**src/rtl/word_line_splitter_macros.svh**
```systemverilog
// ----------------------------------------------------------------------------
// word line splitter assertion macros
// shared concurrent check forms, clocked on clk and disabled in reset
// ----------------------------------------------------------------------------
`ifndef WORD_LINE_SPLITTER_MACROS_SVH
`define WORD_LINE_SPLITTER_MACROS_SVH

// same-cycle implication
`define WLS_ASSERT_HOLDS(label, ante, cons, msg) \
    label: assert property (@(posedge clk) disable iff (!rst_n) (ante) |-> (cons)) \
        else $error(msg);

// next-cycle implication
`define WLS_ASSERT_NEXT(label, ante, cons, msg) \
    label: assert property (@(posedge clk) disable iff (!rst_n) (ante) |=> (cons)) \
        else $error(msg);

`endif

```
**src/rtl/wls_pkg.sv**
```systemverilog
// ----------------------------------------------------------------------------
// wls_pkg
// constants and result type of the word line splitter
// ----------------------------------------------------------------------------
`timescale 1ns / 1ps

package wls_pkg;

    localparam int POS_W   = 21;
    localparam int START_W = 20;
    localparam int LEN_W   = 8;
    localparam int TRIM_W  = 9;
    localparam int TALLY_W = 21;

    localparam logic [7:0] CH_LF    = 8'h0A;
    localparam logic [7:0] CH_CR    = 8'h0D;
    localparam logic [7:0] CH_TAB   = 8'h09;
    localparam logic [7:0] CH_SPACE = 8'h20;
    localparam logic [7:0] CH_DEL   = 8'h7F;

    localparam logic [TRIM_W-1:0]  NONE_SEEN      = '1;
    localparam logic [TRIM_W-1:0]  MAX_WORD_CHARS = 9'd32;
    localparam logic [POS_W-1:0]   BUFFER_BYTES   = 21'd1048576;

    typedef struct packed {
        logic                 has_word;
        logic [START_W-1:0]   word_start;
        logic [LEN_W-1:0]     word_length;
        logic [TALLY_W-1:0]   total_words;
        logic                 end_of_list;
    } wls_result_t;

endpackage

```
**src/rtl/word_line_splitter.sv**
```systemverilog
// a result is registered in the output slot (or the skid slot while the output slot waits) before m_tvalid shows it
// throughput: one byte per cycle while s_tready is high; line state updates in a single compare-and-count step
// a two-deep result register (output plus skid) keeps s_tready high while a result waits
// s_tready drops only when both result slots are full
// rst_n (async, active low) clears line state, position, word count and both result slots
// ----------------------------------------------------------------------------
// word_line_splitter
// splits a streamed word list into trimmed lines, reports start and length of each word
// ----------------------------------------------------------------------------
`timescale 1ns / 1ps
`include "word_line_splitter_macros.svh"

module word_line_splitter
(
    input  logic        clk,
    input  logic        rst_n,
    input  logic        s_tvalid,
    output logic        s_tready,
    input  logic [7:0]  s_tdata,   // [7:0] data_byte
    input  logic        s_tlast,   // final_byte
    output logic        m_tvalid,
    input  logic        m_tready,
    output logic [55:0] m_tdata,   // [19:0] word_start, [27:20] word_length,
                                   // [48:28] total_words, [55:49] zero
    output logic        m_tlast,   // end_of_list
    output logic        m_tuser    // has_word
);

    logic                 in_fire, out_fire, core_valid;
    wls_pkg::wls_result_t core_res;
    wls_pkg::wls_result_t out_reg, skid_reg;
    logic                 out_valid_reg, skid_valid_reg;

    assign s_tready = !skid_valid_reg;
    assign in_fire  = s_tvalid && s_tready;
    assign out_fire = out_valid_reg && m_tready;

    wls_core u_core
    (
        .clk        (clk),
        .rst_n      (rst_n),
        .in_valid   (in_fire),
        .data_byte  (s_tdata),
        .final_byte (s_tlast),
        .res_valid  (core_valid),
        .res        (core_res)
    );

    always_ff @(posedge clk or negedge rst_n)
    begin
        if (!rst_n)
        begin
            out_valid_reg  <= 1'b0;
            skid_valid_reg <= 1'b0;
        end
        else if (!out_valid_reg || out_fire)
        begin
            if (skid_valid_reg)
            begin
                out_valid_reg  <= 1'b1;
                skid_valid_reg <= 1'b0;
            end
            else
                out_valid_reg <= core_valid;
        end
        else if (core_valid)
            skid_valid_reg <= 1'b1;
    end

    always_ff @(posedge clk)
    begin
        if (!out_valid_reg || out_fire)
            out_reg <= skid_valid_reg ? skid_reg : core_res;
        else if (core_valid)
            skid_reg <= core_res;
    end

    assign m_tvalid = out_valid_reg;
    assign m_tdata  = {7'd0, out_reg.total_words, out_reg.word_length, out_reg.word_start};
    assign m_tlast  = out_reg.end_of_list;
    assign m_tuser  = out_reg.has_word;

    `WLS_ASSERT_HOLDS(a_skid_behind_out, skid_valid_reg, out_valid_reg,
        "skid slot full while output slot empty")

    `WLS_ASSERT_HOLDS(a_empty_word_zero, m_tvalid && !m_tuser, m_tdata[27:0] == 28'd0,
        "non-word result carries start or length")

    `WLS_ASSERT_HOLDS(a_word_len_range, m_tvalid && m_tuser,
        (m_tdata[27:20] != 8'd0) && ({1'b0, m_tdata[27:20]} <= wls_pkg::MAX_WORD_CHARS),
        "word length outside limit")

    `WLS_ASSERT_NEXT(a_no_phantom, !out_valid_reg && !core_valid, !out_valid_reg,
        "result appeared without a source")

endmodule

```
**src/rtl/wls_core.sv**
```systemverilog
// ----------------------------------------------------------------------------
// wls_core
// per-byte line tracking, trim and word acceptance, one byte per cycle
// ----------------------------------------------------------------------------
`timescale 1ns / 1ps

module wls_core
(
    input  logic                 clk,
    input  logic                 rst_n,
    input  logic                 in_valid,
    input  logic [7:0]           data_byte,
    input  logic                 final_byte,
    output logic                 res_valid,
    output wls_pkg::wls_result_t res
);

    logic                              in_line_reg, in_line_next;
    logic [wls_pkg::START_W-1:0]       start_reg, start_next;
    logic [wls_pkg::POS_W-1:0]         pos_reg, pos_next;
    logic [wls_pkg::TRIM_W-1:0]        loff_reg, loff_next;
    logic [wls_pkg::TRIM_W-1:0]        trim_reg, trim_next;
    logic [wls_pkg::TRIM_W-1:0]        unpr_reg, unpr_next;
    logic [wls_pkg::TALLY_W-1:0]       tally_reg, tally_next;

    logic                              pos_ok, is_nl, is_blank, is_print;
    logic                              opening, content, nl_close, open_after, closing, ok;
    logic [wls_pkg::TRIM_W-1:0]        off, trim_a, unpr_a, trim_base, unpr_base;
    logic [wls_pkg::START_W-1:0]       start_a;

    always_comb
    begin
        pos_ok   = pos_reg < wls_pkg::BUFFER_BYTES;
        is_nl    = (data_byte == wls_pkg::CH_LF) || (data_byte == wls_pkg::CH_CR);
        is_blank = (data_byte == wls_pkg::CH_SPACE) || (data_byte == wls_pkg::CH_TAB);
        is_print = (data_byte >= wls_pkg::CH_SPACE) && (data_byte < wls_pkg::CH_DEL);

        opening  = pos_ok && !in_line_reg && !is_nl && !is_blank;
        content  = pos_ok && in_line_reg && !is_nl;
        nl_close = pos_ok && in_line_reg && is_nl;

        // offset of this byte inside its line, saturated
        off       = opening ? '0 : loff_reg;
        trim_base = opening ? '0 : trim_reg;
        unpr_base = opening ? wls_pkg::NONE_SEEN : unpr_reg;

        trim_a = trim_reg;
        unpr_a = unpr_reg;
        if (opening || content)
        begin
            trim_a = trim_base;
            unpr_a = unpr_base;
            if (!is_blank)
                trim_a = (off == wls_pkg::NONE_SEEN) ? wls_pkg::NONE_SEEN : off + 9'd1;
            if (!is_print && unpr_base == wls_pkg::NONE_SEEN && off != wls_pkg::NONE_SEEN)
                unpr_a = off;
        end
        start_a = opening ? pos_reg[wls_pkg::START_W-1:0] : start_reg;

        open_after = opening || content || (in_line_reg && !pos_ok);
        closing    = nl_close || (final_byte && open_after);
        ok         = closing && (trim_a != '0) && (trim_a <= wls_pkg::MAX_WORD_CHARS)
                     && !(unpr_a < trim_a);

        tally_next = tally_reg;
        if (ok && tally_reg < wls_pkg::BUFFER_BYTES)
            tally_next = tally_reg + 21'd1;

        res_valid       = in_valid && (ok || final_byte);
        res.has_word    = ok;
        res.word_start  = ok ? start_a : '0;
        res.word_length = ok ? trim_a[wls_pkg::LEN_W-1:0] : '0;
        res.total_words = tally_next;
        res.end_of_list = final_byte;

        in_line_next = open_after && !nl_close;
        start_next   = start_a;
        pos_next     = pos_ok ? pos_reg + 21'd1 : pos_reg;
        if (opening)
            loff_next = 9'd1;
        else if (content)
            loff_next = (loff_reg == wls_pkg::NONE_SEEN) ? loff_reg : loff_reg + 9'd1;
        else
            loff_next = loff_reg;
        trim_next = closing ? '0 : trim_a;
        unpr_next = closing ? wls_pkg::NONE_SEEN : unpr_a;
    end

    always_ff @(posedge clk or negedge rst_n)
    begin
        if (!rst_n)
        begin
            in_line_reg <= 1'b0;
            start_reg   <= '0;
            pos_reg     <= '0;
            loff_reg    <= '0;
            trim_reg    <= '0;
            unpr_reg    <= wls_pkg::NONE_SEEN;
            tally_reg   <= '0;
        end
        else if (in_valid)
        begin
            if (final_byte)
            begin
                // list done, back to reset state
                in_line_reg <= 1'b0;
                start_reg   <= '0;
                pos_reg     <= '0;
                loff_reg    <= '0;
                trim_reg    <= '0;
                unpr_reg    <= wls_pkg::NONE_SEEN;
                tally_reg   <= '0;
            end
            else
            begin
                in_line_reg <= in_line_next;
                start_reg   <= start_next;
                pos_reg     <= pos_next;
                loff_reg    <= loff_next;
                trim_reg    <= trim_next;
                unpr_reg    <= unpr_next;
                tally_reg   <= tally_next;
            end
        end
    end

endmodule

```
**config.mk**
```make
export PLATFORM = sky130hd
export DESIGN_NAME = word_line_splitter
export DESIGN_NICKNAME = d
export VERILOG_FILES = /design/src/rtl/wls_pkg.sv /design/src/rtl/word_line_splitter.sv /design/src/rtl/wls_core.sv
export VERILOG_INCLUDE_DIRS = /design/src /design/src/rtl
export SDC_FILE = /design/constraint.sdc
export NUM_CORES = 1
export LEC_CHECK = 0
export BUFFER_PORTS_ARGS = -buffer_cell sky130_fd_sc_hd__buf_4
export CAP_MARGIN = 10
export CORE_ASPECT_RATIO = 1.2
export CORE_MARGIN = 2
export CORE_UTILIZATION = 35
export DETAILED_ROUTE_END_ITERATION = 16
export PLACE_DENSITY = 0.56
export SETUP_SLACK_MARGIN = 0.4
export SYNTH_ARGS = -nofsm -noshare
export SYNTH_HDL_FRONTEND = slang
export SYNTH_HIERARCHICAL = 1
export SYNTH_SLANG_ARGS = --single-unit
```
**constraint.sdc**
```tcl
create_clock -name clk -period 8.6 [get_ports clk]
set_input_delay 0.86 -clock clk [delete_from_list [all_inputs] [get_ports clk]]
set_output_delay 0.86 -clock clk [all_outputs]
set_load 0.05 [all_outputs]
```
## Yosys cells after proc, flatten, opt, wreduce, memory -nomap -nowiden

Cells that the tools add are included.

- Add/subtract/negate cells: 4
- $mul: 0
- Divide/modulo/power cells: 0
- Magnitude comparators: 6
- Equal/unequal tests: 9
- Shift-type cells: 0
- Muxes and demuxes: 29
- Bitwise gates (word level): 1
- Reductions and logical operators: 42

Operators by type and width:

| operator | count |
|---|---|
| 9-bit two-way mux | 16 |
| 21-bit two-way mux | 4 |
| 20-bit two-way mux | 3 |
| 51-bit two-way mux | 1 |
| 21-bit by 1-bit adder with 21-bit output, second input constant | 2 |
| 21-bit < comparator, second input constant | 2 |
| 9-bit == test, second input constant | 3 |
| 8-bit by 4-bit == test with 1-bit output, second input constant | 3 |
| 1-bit logical AND | 19 |
| 9-bit by 1-bit adder with 9-bit output, second input constant | 2 |
| 9-bit by 6-bit less-or-equal comparator with 1-bit output, second input constant | 1 |
| 1-bit zero test | 9 |
| 9-bit < comparator | 1 |
| 9-bit != test, second input constant | 1 |
| 9-bit nonzero test | 1 |
| 8-bit by 6-bit == test with 1-bit output, second input constant | 1 |
| 8-bit by 6-bit greater-or-equal comparator with 1-bit output, second input constant | 1 |
| 8-bit by 7-bit < comparator with 1-bit output, second input constant | 1 |
| 8-bit two-way mux | 1 |
| 1-bit logical OR | 7 |
| 1-bit two-way mux | 4 |
| 2-bit AND reduction | 2 |
| 2-bit nonzero test | 2 |
| 3-bit by 2-bit != test with 1-bit output, second input constant | 1 |
| 3 further kinds | 3 |

- Register bits: 194
- Bits in latches: 0
- Bits in writable memories: 0
- Memory bits (read-only): 0
- Output and inout port bits: 60
- Word-level logic and storage cells: 110
- Memories: 0

## Longest topological paths before layout

- Word-level depth: 18
- Gate-level depth with buffers: 28

## Modules after synthesis

The synthesis kept the hierarchy.

By module, submodules not included:

| module | instances | cells each | area an instance (um2) | seq. area each (um2) |
|---|---|---|---|---|
| wls_core | 1 | 726 | 6,053.3 | 2,263.4 |
| word_line_splitter | 1 | 177 | 4,061.4 | 3,113.0 |

## Least setup slack after synthesis

Ideal clock, no wire load.

- Path kind: input -> register
- Start: in s_tdata[3]
- End: reg skid_reg[0] in the netlist's numbering, enable pin
- Data arrival time: 7,538 ps
- Path slack: 602 ps
- Cell stages on the path: 28
- Buffers on the path: 5
- Path through: or3b_1 > a2111o_1 > and2_1 > nand2_1 > clkbuf_1 > nand2_1 > inv_1 > ha_1 > nand4_1 > nor2_1 > nor3_1 > o211a_1 > clkbuf_1 > a31oi_1 > o21ai_0 > ha_1 > o21ai_0 > a21oi_1 > a221oi_1 > inv_1 > o2111a_1 > buf_2 > nand4_4 > buf_6 > clkbuf_1 > a21oi_1 > inv_1 > nor2_1

- Word-level cells in the longest chain between the ends: 17

Ends and longest elaborated chain:

| what | RTL line | source |
|---|---|---|
| from (decl) | word_line_splitter.sv:19 | `input logic [7:0] s_tdata,` |
| parallel branches: the longest is 13 deep, another holds 9-bit by 1-bit adder with 9-bit output | -- |  |
| 1-bit logical AND * | wls_core.sv:63 | `&& !(unpr_a < trim_a);` |
| 1-bit logical OR * | wls_core.sv:69 | `res_valid = in_valid && (ok \|\| final_byte);` |
| 1-bit logical AND * | wls_core.sv:69 |  |
| via core_valid | word_line_splitter.sv:29 | `logic in_fire, out_fire, core_valid;` |
| 2-bit AND reduction (no source line) * | -- |  |
| to (signal assigned) | word_line_splitter.sv:75 | `skid_reg <= core_res;` |
| to (decl) | word_line_splitter.sv:31 | `wls_pkg::wls_result_t out_reg, skid_reg;` |

Mark *: on every way through the listed nets, which the timed path passes.
A chain may end at the register's enable or synchronous reset.

==> flow_summary_export.csv <==
group,metric,value,unit
run_status,status,"completed",
placement,port-buffer-count,65,
floorplan,row_count,68,
global_routing,antenna_found_initial,0,
routing,drt_first_pass_iters,5,
setup_path,cpPeakStageDelay,0.51,ns
synth,postSynth.topFlopCell,"sky130_fd_sc_hd__edfxtp_1",
routing,route.antenna.remaining_nets,0,
final_layout,largest_reg_flops,51,
routing,route.layer.met1.wl,10630,microns
timing,setup_tns,0,ns
clocking,cts-buffers-inserted,17,
clocking,cts.root.buffer_cell,"sky130_fd_sc_hd__clkbuf_16",
routing,dr_total_vias,7040,
final_layout,filler_cell_count,2753,
clocking,tritoncts_clock_tree,"done",
placement,placed_cells_incl_taps,1304,
floorplan,die_h,190.2,microns
final_layout,nets,964,
power,worst_case_vdd_ir_drop,0.1479,mV
timing,finalCritPeriodShare,80.25,%
setup_path,worstRegToRegCells,22,
synth,async_flop_share,47.42,%
setup_path,critical_path.endpoint_type,"register",
routing,highest_routing_layer_actually_used,"met4",
setup_path,critPathKind,"in2reg",
timing,rsz0062_at_grt,"no",
synth,number_of_synthesized_register_bits,194,
timing,clock_skew,0.01812,ns
power,static_leakage,0.004444,uW
synth,synth_compound_area_share,14.04,%
final_layout,insertedDiodeCount,0,
timing,timing.final.max_slew_violations,0,
synth,synth_top_area_share,30.28,%
timing,setup_viol,0,
setup_path,capture_instance_of_the_worst_register_to_register_path,"m_tdata[29]$_DFFE_PP_",
min_path,min-delay-path-class,"in2async",
timing,max_slew.worst_pin.slew,0.9358,ns
synth,post_synth_and_or_nand_nor_area_fraction,15.35,%
synth,syn_avg_cell_area,11.20,sq um
synth,netlist_instances,903,
synth,yosys-mux-area-fraction,7.830,%
global_routing,grt_pass1_wl,37430,microns
setup_path,critPathMostFrequentCell,"sky130_fd_sc_hd__buf_4",
routing,detail_route.vias_per_cell,5.269,
routing,dr_wl_met2,11000,microns
clocking,setup_fix_bufs_post_cts,0,
setup_path,r2r-start,"u_core/pos_reg[20]$_DFFE_PN0P_",
floorplan,die_width,159.2,microns
setup_path,critPathSlowestCell,"sky130_fd_sc_hd__buf_4",
synth,synthMostInstantiatedCell,"sky130_fd_sc_hd__nand2_1",
routing,drt_iter0_markers,451,
synth,largest_family_of_logic_cells_by_synthesized_area,"simple AND/OR/NAND/NOR gates",
synth,yosys.area_share.xor_xnor,3.204,%
global_routing,global_route.usage.total,15.39,%
clocking,cts.reportedPaths.clkPinSlew,0.07,ns
floorplan,initial_core_util,35.38,%
timing,worst_hold_slack,0.3995,ns
synth,synthTopCellsByCount,"sky130_fd_sc_hd__nand2_1, sky130_fd_sc_hd__edfxtp_1, sky130_fd_sc_hd__dfrtp_1, sky130_fd_sc_hd__nor2_1, sky130_fd_sc_hd__a21oi_1",
synth,synthesis.area,10110,sq um
power,cellPowerDensity,259.5,nW/um^2
final_layout,area.growth.synth_to_final,12.90,%
routing,wl,22800,microns
global_routing,grt-ovfl-total,0,
synth,synthesis.yosys.warnings,6,
final_layout,finish.cell_count_without_fillers,1336,
clocking,clock_tree.buffer_depth,2,
setup_path,timing.critical_path.from_type,"input port",
synth,synth-edff-count,102,
power,post-layout-total-power,2963,uW
routing,wirelength_per_cell,17.06,microns
setup_path,cp.arrival,7.08,ns
placement,placer_s_final_routability_congestion_estimate,0.8304,
timing,final_hold_viol_count,0,
synth,synth_adder_area_share,1.608,%
clocking,clock_latency,0.44,ns
flow_run,cap_viol_max_count,0,
setup_path,worst-path-max-fanout,53,
final_layout,share_of_post_route_cells_with_drive_strength_above_1,19.45,%
synth,synth_cell_type_count,72,
setup_path,crit_family,"compound AO/OA/AOI/OAI gates",
clocking,clock_tree_sinks,194,
routing,detailed_route_drc_error_count,0,
setup_path,worst_reg2reg_setup_slack,2.12,ns
global_routing,grt_pass1_vias,6857,
routing,dr_wl_met3,850,microns
floorplan,design.die.area,30280,sq um
synth,synthTopCellsByArea,"sky130_fd_sc_hd__edfxtp_1, sky130_fd_sc_hd__dfrtp_1, sky130_fd_sc_hd__mux2_4",
synth,synthDominantAreaCellType,"sky130_fd_sc_hd__edfxtp_1",
global_routing,grt_start_max_net_pins,59,
setup_path,cp.required,8.78,ns
synth,synth_sequential_area_ratio,53.15,%
setup_path,timing.critical_path.buf_inv,5,
clocking,cts.repair.resized,0,
floorplan,ios,73,
timing,max-slew-margin-rel,37.62,%
clocking,htreeDepth,4,
timing,fmax,144.9,MHz
clocking,cts.hold.buffers_added,0,
floorplan,core-area,28590,sq um
timing,min_clock_period_post_route,6.901,ns
placement,detailedPlacementHpwl,14960,microns
stage by stage:
| stage | utilization (%) | cell area [sq um] | setup WS (ns) |
|---|---|---|---|
| floorplan | - | 10140 | 0.6021 |
| global placement | 37.78 | 10800 | 1.548 |
| detailed placement | 37.78 | 10800 | 1.367 |
| CTS | 39.95 | 11420 | 1.815 |
| global route | 39.95 | 11420 | 1.253 |
| finish | 39.95 | 11420 | 1.699 |
placed cells by master, fill, tap and decap left out, drive strengths merged, types with 6 or more instances in the layout:
master / instances
a21boi: 17
a21oi: 57
and2: 6
and3: 18
and4: 6
buf: 75
clkbuf: 19
conb: 9
dfrtp: 83
dfstp: 9
edfxtp: 102
ha: 13
inv: 26
mux2: 52
nand2: 113
nand3: 26
nand4: 17
nor2: 71
nor2b: 6
nor3: 14
nor4: 6
o211ai: 8
o21ai: 22
o22a: 7
o2bb2ai: 29
o311ai: 12
or3: 11
or4: 12
xnor2: 18
xor2: 19
cell type report:
cell class	count	area, sq um	area share (%)
clock buffer	19	452.9	3.966
clock inverter	13	167.7	1.468
inverter	21	78.83	0.6903
multi-input combinational	629	4295	37.61
sequential	194	5380	47.11
tap	385	481.7	4.218
timing repair buffer	75	563.0	4.930
worst max-delay path by stage:
stage / from / end / slack, ns / cells past startpoint
after global placement: s_tdata[3] / m_tdata[29]$_DFFE_PP_ / 1.55 / 26
final: s_tdata[3] / m_tdata[29]$_DFFE_PP_ / 1.70 / 26
after detailed placement: s_tdata[3] / m_tdata[29]$_DFFE_PP_ / 1.37 / 26
after global routing: s_tdata[3] / m_tdata[29]$_DFFE_PP_ / 1.25 / 26
after CTS: s_tdata[3] / m_tdata[29]$_DFFE_PP_ / 1.82 / 26
after floorplan: s_tdata[3] / skid_reg[0]$_DFFE_PP_ / 0.60 / 28
layer usage:
layer,vias up,global-route usage [%]
met1,3448,20.39
li1,3403,-
met5,-,0
met3,19,2.545
met4,0,5.070
met2,170,25.82
where the power goes:
group	total, uW	leakage, uW	switching (uW)	internal (uW)
clock network	826	0.000301	371	456
registers	1230	0.00225	78.1	1150
logic	911	0.00189	623	288
total	2960	0.00444	1070	1890
cells by family (layout without fill, tap and decap cells):
| logic type | count (synthesis) | count (layout) |
|---|---|---|
| AOI/OAI and AO/OA | 199 | 199 |
| xor gates and xnor gates | 37 | 37 |
| adders and majority gates | 13 | 13 |
| buffers and inverters | 87 | 128 |
| DFF | 194 | 194 |
| muxes | 55 | 55 |
| other | 2 | 9 |
| and+or+nand+nor | 316 | 316 |
Note: power is estimated with default switching activity, not from simulation.
